### config.mk
export PLATFORM = sky130hd
export DESIGN_NAME = json_key_integer_extractor_top
export DESIGN_NICKNAME = d
export VERILOG_FILES = /design/src/hw/rtl/jkie_pkg.sv /design/src/hw/rtl/json_key_integer_extractor_top.sv /design/src/hw/rtl/jkie_core.sv
export SDC_FILE = /design/constraint.sdc
export NUM_CORES = 1
export LEC_CHECK = 0
export BUFFER_PORTS_ARGS = -buffer_cell sky130_fd_sc_hd__buf_2
export CAP_MARGIN = 40
export CORE_MARGIN = 2
export CORE_UTILIZATION = 45
export CTS_CLUSTER_SIZE = 40
export DETAILED_ROUTE_END_ITERATION = 12
export SYNTH_ARGS = -nofsm -noshare
export SYNTH_HDL_FRONTEND = slang
export SYNTH_SLANG_ARGS = --single-unit
### constraint.sdc
create_clock -name clk -period 6.5 [get_ports clk]
set_clock_uncertainty 0.15 [all_clocks]
set_input_delay 0.325 -clock clk [delete_from_list [all_inputs] [get_ports clk]]
set_output_delay 0.325 -clock clk [all_outputs]
set_load 0.01 [all_outputs]
### src/hw/rtl/jkie_pkg.sv
// Shared types, key text and constants of the JSON key integer extractor.
package jkie_pkg;

	localparam int unsigned KEY_LEN         = 15;
	localparam int unsigned MAX_VALUE_CHARS = 3;
	localparam int unsigned SPEED_MAX       = 999;
	localparam int unsigned SPEED_W         = 10;
	localparam int unsigned POS_W           = 4;
	localparam int unsigned CNT_W           = 3;

	localparam logic [7:0] VALUE_END  = 8'h2c; // ','
	localparam logic [7:0] DIGIT_ZERO = 8'h30;
	localparam logic [7:0] DIGIT_NINE = 8'h39;

	// "currentSpeed": including both quotes
	localparam logic [7:0] KEY_TEXT [KEY_LEN] = '{
		8'h22, 8'h63, 8'h75, 8'h72, 8'h72, 8'h65, 8'h6e, 8'h74,
		8'h53, 8'h70, 8'h65, 8'h65, 8'h64, 8'h22, 8'h3a
	};

	typedef enum logic {
		CMD_NEW_RESPONSE = 1'b0,
		CMD_DATA         = 1'b1
	} cmd_t;

	typedef enum logic [1:0] {
		ST_SEARCHING = 2'd0,
		ST_FOUND_NOW = 2'd1,
		ST_TOO_LONG  = 2'd2,
		ST_ALREADY   = 2'd3
	} status_t;

	typedef enum logic [1:0] {
		PH_SEARCH  = 2'd0,
		PH_COLLECT = 2'd1,
		PH_FOUND   = 2'd2
	} phase_t;

	// One byte presented to the parser core; adv commits its state update.
	typedef struct packed {
		logic       adv;
		cmd_t       cmd;
		logic [7:0] data;
	} step_req_t;

	typedef struct packed {
		status_t              status;
		logic [SPEED_W-1:0]   speed;
	} step_rsp_t;

endpackage

### src/hw/rtl/json_key_integer_extractor_top.sv
// Top level of the streaming JSON key integer extractor: input and result registers.
//
//  channel | dir | tdata                     | tuser
//  --------+-----+---------------------------+-------------------------------------
//  s_*     | in  | [7:0] data_byte           | [0] command (0 new response, 1 data)
//  m_*     | out | [9:0] speed, [15:10] zero | [1:0] status
//
// One beat per cycle sustained while m_tready does not stall; a byte taken sits in the
// input register and then moves to the result register (parser core between the two).
// The parser state loop (key matcher, value accumulator) closes through the parser state registers.
// arst_n clears both valid flags and all parser state; a new-response beat does the same
// to parser state in-band. A stalled m_tready holds the result, and the input register
// keeps taking a beat while it is empty or the result register is empty or draining.
module json_key_integer_extractor_top import jkie_pkg::*; (
	input  logic        clk,
	input  logic        arst_n,
	input  logic        s_tvalid,
	output logic        s_tready,
	input  logic [7:0]  s_tdata,  // [7:0] data_byte
	input  logic        s_tuser,  // [0] command
	output logic        m_tvalid,
	input  logic        m_tready,
	output logic [15:0] m_tdata,  // [9:0] speed, [15:10] zero
	output logic [1:0]  m_tuser   // [1:0] status
);

	logic               valid_s1;
	cmd_t               cmd_s1;
	logic [7:0]         data_s1;
	logic               valid_s2;
	status_t            status_s2;
	logic [SPEED_W-1:0] speed_s2;

	logic      s2_free;
	logic      adv_s1;
	step_req_t req;
	step_rsp_t rsp;

	// Result register can take a beat when empty or being drained this edge.
	assign s2_free  = !valid_s2 || m_tready;
	assign adv_s1   = valid_s1 && s2_free;
	assign s_tready = !valid_s1 || s2_free;

	// Input stage
	always_ff @(posedge clk or negedge arst_n) begin
		if (!arst_n) begin
			valid_s1 <= 1'b0;
		end else if (s_tready) begin
			valid_s1 <= s_tvalid;
		end
	end

	always_ff @(posedge clk) begin
		if (s_tready && s_tvalid) begin
			cmd_s1  <= cmd_t'(s_tuser);
			data_s1 <= s_tdata;
		end
	end

	assign req.adv  = adv_s1;
	assign req.cmd  = cmd_s1;
	assign req.data = data_s1;

	jkie_core u_core (
		.clk    (clk),
		.arst_n (arst_n),
		.req    (req),
		.rsp    (rsp)
	);

	// Result stage
	always_ff @(posedge clk or negedge arst_n) begin
		if (!arst_n) begin
			valid_s2 <= 1'b0;
		end else if (s2_free) begin
			valid_s2 <= valid_s1;
		end
	end

	always_ff @(posedge clk) begin
		if (adv_s1) begin
			status_s2 <= rsp.status;
			speed_s2  <= rsp.speed;
		end
	end

	assign m_tvalid = valid_s2;
	assign m_tuser  = status_s2;
	assign m_tdata  = {6'd0, speed_s2};

endmodule

### src/hw/rtl/jkie_core.sv
// Key matcher, value collector and parser state for one byte per cycle while req.adv is set.
module jkie_core import jkie_pkg::*; (
	input  logic      clk,
	input  logic      arst_n,
	input  step_req_t req,
	output step_rsp_t rsp
);

	logic [POS_W-1:0]   match_q, match_d;
	phase_t             phase_q, phase_d;
	logic [SPEED_W-1:0] acc_q, acc_d;
	logic [CNT_W-1:0]   cnt_q, cnt_d;
	logic               dend_q, dend_d;

	logic [POS_W-1:0]   pos_eff;
	logic [POS_W:0]     pos_n;
	logic               is_digit;
	logic [3:0]         digit;
	logic [SPEED_W+3:0] prod;
	logic [SPEED_W-1:0] acc_sat;

	assign pos_eff  = (match_q >= POS_W'(KEY_LEN)) ? '0 : match_q;
	assign is_digit = (req.data >= DIGIT_ZERO) && (req.data <= DIGIT_NINE);
	assign digit    = 4'(req.data - DIGIT_ZERO);
	// acc * 10 + digit, as two shifted adds
	assign prod     = {1'b0, acc_q, 3'b000} + {3'b000, acc_q, 1'b0} + {10'd0, digit};
	assign acc_sat  = (prod > (SPEED_W + 4)'(SPEED_MAX)) ? SPEED_W'(SPEED_MAX)
	                                                     : prod[SPEED_W-1:0];

	always_comb begin
		match_d    = match_q;
		phase_d    = phase_q;
		acc_d      = acc_q;
		cnt_d      = cnt_q;
		dend_d     = dend_q;
		rsp.status = ST_SEARCHING;
		rsp.speed  = '0;
		pos_n      = '0;
		if (req.cmd == CMD_NEW_RESPONSE) begin
			match_d = '0;
			phase_d = PH_SEARCH;
			acc_d   = '0;
			cnt_d   = '0;
			dend_d  = 1'b0;
		end else begin
			case (phase_q)
				PH_FOUND: begin
					rsp.status = ST_ALREADY;
					rsp.speed  = acc_q;
				end
				PH_COLLECT: begin
					if (req.data == VALUE_END) begin
						rsp.status = ST_FOUND_NOW;
						rsp.speed  = acc_q;
						phase_d    = PH_FOUND;
					end else if (cnt_q >= CNT_W'(MAX_VALUE_CHARS)) begin
						rsp.status = ST_TOO_LONG;
						match_d    = '0;
						phase_d    = PH_SEARCH;
						acc_d      = '0;
						cnt_d      = '0;
						dend_d     = 1'b0;
					end else begin
						cnt_d = cnt_q + CNT_W'(1);
						if (!dend_q && is_digit) begin
							acc_d = acc_sat;
						end else begin
							dend_d = 1'b1;
						end
					end
				end
				default: begin
					// mismatch retries the byte as the first key character
					if (req.data == KEY_TEXT[pos_eff]) begin
						pos_n = {1'b0, pos_eff} + (POS_W + 1)'(1);
					end else if (req.data == KEY_TEXT[0]) begin
						pos_n = (POS_W + 1)'(1);
					end else begin
						pos_n = '0;
					end
					if (pos_n >= (POS_W + 1)'(KEY_LEN)) begin
						match_d = '0;
						phase_d = PH_COLLECT;
						acc_d   = '0;
						cnt_d   = '0;
						dend_d  = 1'b0;
					end else begin
						match_d = pos_n[POS_W-1:0];
						phase_d = PH_SEARCH;
					end
				end
			endcase
		end
	end

	always_ff @(posedge clk or negedge arst_n) begin
		if (!arst_n) begin
			match_q <= '0;
			phase_q <= PH_SEARCH;
			acc_q   <= '0;
			cnt_q   <= '0;
			dend_q  <= 1'b0;
		end else if (req.adv) begin
			match_q <= match_d;
			phase_q <= phase_d;
			acc_q   <= acc_d;
			cnt_q   <= cnt_d;
			dend_q  <= dend_d;
		end
	end

	a_new_clears: assert property (@(posedge clk) disable iff (!arst_n)
		req.adv && req.cmd == CMD_NEW_RESPONSE |=> match_q == '0 && phase_q == PH_SEARCH
		&& acc_q == '0 && cnt_q == '0)
		else $error("new response did not clear parser state");

	a_found_sticks: assert property (@(posedge clk) disable iff (!arst_n)
		req.adv && rsp.status == ST_FOUND_NOW |=> phase_q == PH_FOUND)
		else $error("value found but phase not FOUND");

	a_acc_range: assert property (@(posedge clk) disable iff (!arst_n)
		acc_q <= SPEED_W'(SPEED_MAX))
		else $error("accumulator above saturation limit");

	a_cnt_range: assert property (@(posedge clk) disable iff (!arst_n)
		cnt_q <= CNT_W'(MAX_VALUE_CHARS))
		else $error("value character count beyond limit");

	a_too_long_restarts: assert property (@(posedge clk) disable iff (!arst_n)
		req.adv && rsp.status == ST_TOO_LONG |=> phase_q == PH_SEARCH && match_q == '0)
		else $error("too-long value did not restart key search");

endmodule

==> run_summary.xml <==
<?xml version="1.0" encoding="UTF-8"?>
<metrics>
  <group name="sta">
    <metric name="hold_viol" unit="">0</metric>
    <metric name="final.setup.tns" unit="ps">0</metric>
    <metric name="timing.max_slew.rel_slack" unit="%">50.6</metric>
    <metric name="finalSetupViolCount" unit="">0</metric>
    <metric name="slew_at_the_pin_closest_to_its_max_slew_limit" unit="ps">735</metric>
    <metric name="post-route-period-util" unit="%">56.0</metric>
    <metric name="fin_ws" unit="ps">2860</metric>
    <metric name="rsz0062_at_grt" unit="">false</metric>
    <metric name="period_needed" unit="ps">3640</metric>
    <metric name="timing.fmax" unit="GHz">0.274</metric>
    <metric name="maxSlewViolCount" unit="">0</metric>
  </group>
  <group name="detailed_routing">
    <metric name="routed-via-count" unit="">2112</metric>
    <metric name="routed_wirelength" unit="mm">5.76</metric>
    <metric name="detail_route.first_pass.iterations" unit="">4</metric>
    <metric name="drtAntennaViolNets" unit="">0</metric>
    <metric name="drc" unit="">0</metric>
    <metric name="drt_iter0_drc" unit="">97</metric>
    <metric name="route.detailed.wl_per_inst" unit="um">14.8</metric>
    <metric name="drt-vias-per-instance" unit="">5.42</metric>
  </group>
  <group name="global_route">
    <metric name="overflow" unit="">0</metric>
    <metric name="grt_util_met1" unit="%">22.1</metric>
    <metric name="global_route_wire_length_before_repair" unit="mm">10.2</metric>
    <metric name="initial_antenna_violation_count" unit="">0</metric>
    <metric name="globalRouteMet2Util" unit="%">30.8</metric>
    <metric name="grt-busiest-layer" unit="">met2</metric>
    <metric name="first_global_vias" unit="">2174</metric>
    <metric name="maximum_number_of_pins_on_one_net_before_global_route_repair" unit="">23</metric>
    <metric name="gr-usage-met3" unit="%">2.98</metric>
    <metric name="grt_use_total" unit="%">17.4</metric>
  </group>
  <group name="die">
    <metric name="die_boundary_width" unit="um">86.1</metric>
    <metric name="core_area" unit="um^2">6420</metric>
    <metric name="row_count" unit="">29</metric>
    <metric name="initial_core_util" unit="%">47.2</metric>
    <metric name="ioPinCount" unit="">33</metric>
    <metric name="vertical_die_dimension" unit="um">86.1</metric>
    <metric name="die_area" unit="um^2">7410</metric>
  </group>
  <group name="power_and_ir_drop">
    <metric name="worst_ir_drop_vdd" unit="mV">0.138</metric>
    <metric name="power" unit="mW">0.612</metric>
    <metric name="power.switching" unit="mW">0.161</metric>
    <metric name="leakage_power" unit="nW">1.51</metric>
    <metric name="p_per_area" unit="nW/um^2">185</metric>
    <metric name="pwr-share-seq" unit="%">51.6</metric>
    <metric name="share_comb_of_total_power" unit="%">13.8</metric>
    <metric name="power_report.internal_total" unit="mW">0.451</metric>
    <metric name="clock_power_share" unit="%">34.6</metric>
    <metric name="power_switching_share" unit="%">26.3</metric>
  </group>
  <group name="place">
    <metric name="placement.io_buffers" unit="">26</metric>
    <metric name="hpwl_after_detailed_placement" unit="mm">4.47</metric>
    <metric name="place_congestion" unit="">0.848</metric>
    <metric name="place_inst" unit="">381</metric>
    <metric name="place_ws" unit="ps">2890</metric>
  </group>
  <group name="logic_synthesis">
    <metric name="synthesis.yosys.warnings" unit="">0</metric>
    <metric name="synth.top_cells.by_area" unit="">sky130_fd_sc_hd__edfxtp_1 (21%), sky130_fd_sc_hd__dfrtp_1 (18%), sky130_fd_sc_hd__ha_1 (13%)</metric>
    <metric name="yosys.area.top_type_share" unit="%">20.8</metric>
    <metric name="post_synth.cell_area_avg" unit="um^2">10.6</metric>
    <metric name="synth_top_area_cell" unit="">sky130_fd_sc_hd__edfxtp_1</metric>
    <metric name="most_used_flip_flop_cell_after_synthesis" unit="">sky130_fd_sc_hd__dfrtp_1</metric>
    <metric name="ffs_latches_synth" unit="">43</metric>
    <metric name="synth_cells" unit="">286</metric>
    <metric name="seq_area_frac_synth" unit="%">39.0</metric>
    <metric name="synthDistinctLibCells" unit="">59</metric>
    <metric name="synth_async_sr_flop_share" unit="%">51.2</metric>
    <metric name="synth_enable_flop_cells" unit="">21</metric>
    <metric name="netlist_area" unit="um^2">3030</metric>
  </group>
  <group name="critical_path">
    <metric name="worst_ep_arrival_time" unit="ps">3680</metric>
    <metric name="critical-path-top-cell-by-count" unit="">sky130_fd_sc_hd__fa_1</metric>
    <metric name="critical_path.startpoint_type" unit="">register</metric>
    <metric name="worst-endpoint-required" unit="ps">6530</metric>
    <metric name="setup.worst_path.class" unit="">reg2reg</metric>
    <metric name="crit_path_largest_cell_delay" unit="ps">660</metric>
    <metric name="critical_path.slowest_cell" unit="">sky130_fd_sc_hd__nor4_1</metric>
    <metric name="worstPathMaxFanout" unit="">5</metric>
    <metric name="critPathCaptureType" unit="">register</metric>
    <metric name="timing.critical_path.cells" unit="">fa_1, fa_1, a211oi_1, o21bai_1, a21oi_1, xor2_1, nor4_1, nor4b_1, mux2_4</metric>
  </group>
  <group name="clock_tree">
    <metric name="cts.repair.resized" unit="">0</metric>
    <metric name="ctsHtreeMaxLevel" unit="">2</metric>
    <metric name="cts_tree" unit="">done</metric>
    <metric name="cts.clk_slew.worst_paths" unit="ps">90</metric>
    <metric name="clock_tree.buffer_depth" unit="">2</metric>
    <metric name="clock_sink_count" unit="">43</metric>
    <metric name="worst_skew_pair.late_latency" unit="ps">300</metric>
    <metric name="cts_root_buf" unit="">sky130_fd_sc_hd__clkbuf_8</metric>
    <metric name="cts_buffers" unit="">5</metric>
  </group>
  <group name="finish">
    <metric name="post_route_cells_drive_above_1_share" unit="%">17.6</metric>
    <metric name="insertedDiodeCount" unit="">0</metric>
    <metric name="layout.cells.most_common" unit="">sky130_fd_sc_hd__ha_1</metric>
    <metric name="fillCellCount" unit="">562</metric>
    <metric name="syn2layout_area_growth" unit="%">9.12</metric>
    <metric name="post_layout_nonfiller_instances" unit="">390</metric>
    <metric name="final_net_count" unit="">359</metric>
    <metric name="most-common-layout-cells" unit="">sky130_fd_sc_hd__ha_1 (32), sky130_fd_sc_hd__buf_2 (26), sky130_fd_sc_hd__dfrtp_1 (22)</metric>
  </group>
  <group name="worst_hold_path">
    <metric name="holdCritPathClass" unit="">in2reg</metric>
  </group>
  <group name="outcome">
    <metric name="status" unit="">complete, no violations</metric>
  </group>
  <group name="run">
    <metric name="max-cap-violations" unit="">0</metric>
  </group>
</metrics>
what timing repair did:
action / CTS / global route
hold buffers: 1 / 0
setup buffers: 0 / 0
endpoints found under the hold margin: 22 / 0
area by class of cell:
class,count,area [um^2],share of cell area (%)
Tap cell,77,96.3,2.91
Clock inverter,3,43.8,1.32
Timing Repair Buffer,27,140,4.24
Multi-Input combinational cell,219,1720,51.9
Inverter,16,60.1,1.82
Sequential cell,43,1180,35.7
Clock buffer,5,68.8,2.08
power groups by stage:
stage               Combinational [mW]  Sequential [mW]  Clock [mW]
global route                    0.0969            0.318       0.224
global placement                0.0836            0.322           0
CTS                             0.0857            0.316       0.215
finish                          0.0847            0.316       0.212
detailed placement              0.0848            0.322           0
floorplan                       0.0588            0.321           0
critical path: cells and delay by family (launching register included):
family | cells | cell delay [ps]
AOI/OAI and AO/OA | 3 | 640
xor gates and xnor gates | 1 | 110
adders and majority gates | 2 | 1060
DFF | 1 | 490
muxes | 1 | 290
and+or+nand+nor | 2 | 790
layer usage:
metal  part of all wire (%)  wire length, um
met1                     48             2740
met2                     48             2780
met5                      0                0
met4                    1.3               76
met3                    2.8              161
metrics by stage:
| step | instance area [um^2] | hold WS (ps) | util (%) |
|---|---|---|---|
| after floorplan | 3050 | -121 | - |
| after global routing | 3310 | 38.6 | 51.5 |
| after detailed placement | 3190 | 211 | 49.6 |
| after CTS | 3310 | 38.6 | 51.5 |
| final | 3310 | 43.3 | 51.5 |
| after global placement | 3190 | 198 | 49.6 |
logic make-up (layout without fill, tap and decap cells):
group / Yosys count / count (layout) / share of synthesized area [%]
AO/OA/AOI/OAI: 57 / 57 / 14.0
XOR/XNOR: 12 / 12 / 3.71
adder cells (fa/ha/maj): 34 / 34 / 14.5
buffers and inverters: 29 / 51 / 4.99
flip-flops: 43 / 43 / 39.0
multiplexers: 13 / 13 / 6.11
other: 1 / 6 / 0.124
AND/OR/NAND/NOR: 97 / 97 / 17.6
registers in the layout (all words and copies together) (netlist names), 2 cells and up:
name,cells
u_core.match_q,4
u_core.cnt_q,3
data_s1,8
u_core.acc_q,10
speed_s2,10
m_tuser,2
u_core.phase_q,2
synthesized netlist by cell type (all sizes together), types with 8 or more instances:
master	number
a21oi	11
and2	12
buf	11
dfrtp	22
edfxtp	21
ha	32
inv	16
mux2	10
nand2	18
nand2b	8
nor2	20
o21ai	11
worst paths after layout:
check	from	endpoint	slack [ps]	cells after the start
setup / recovery	data_s1[3]	u_core.acc_q[3]	2860	9
hold reg to reg	valid_s1	m_tvalid	350	1
setup reg to reg	data_s1[3]	u_core.acc_q[3]	2860	9
max in group asynchronous	arst_n	u_core.phase_q[0]	5410	2
min in group asynchronous	arst_n	u_core.match_q[2]	400	2
hold / removal	s_tdata[0]	data_s1[0]	40	1
Note: power is estimated with default switching activity, not from simulation.
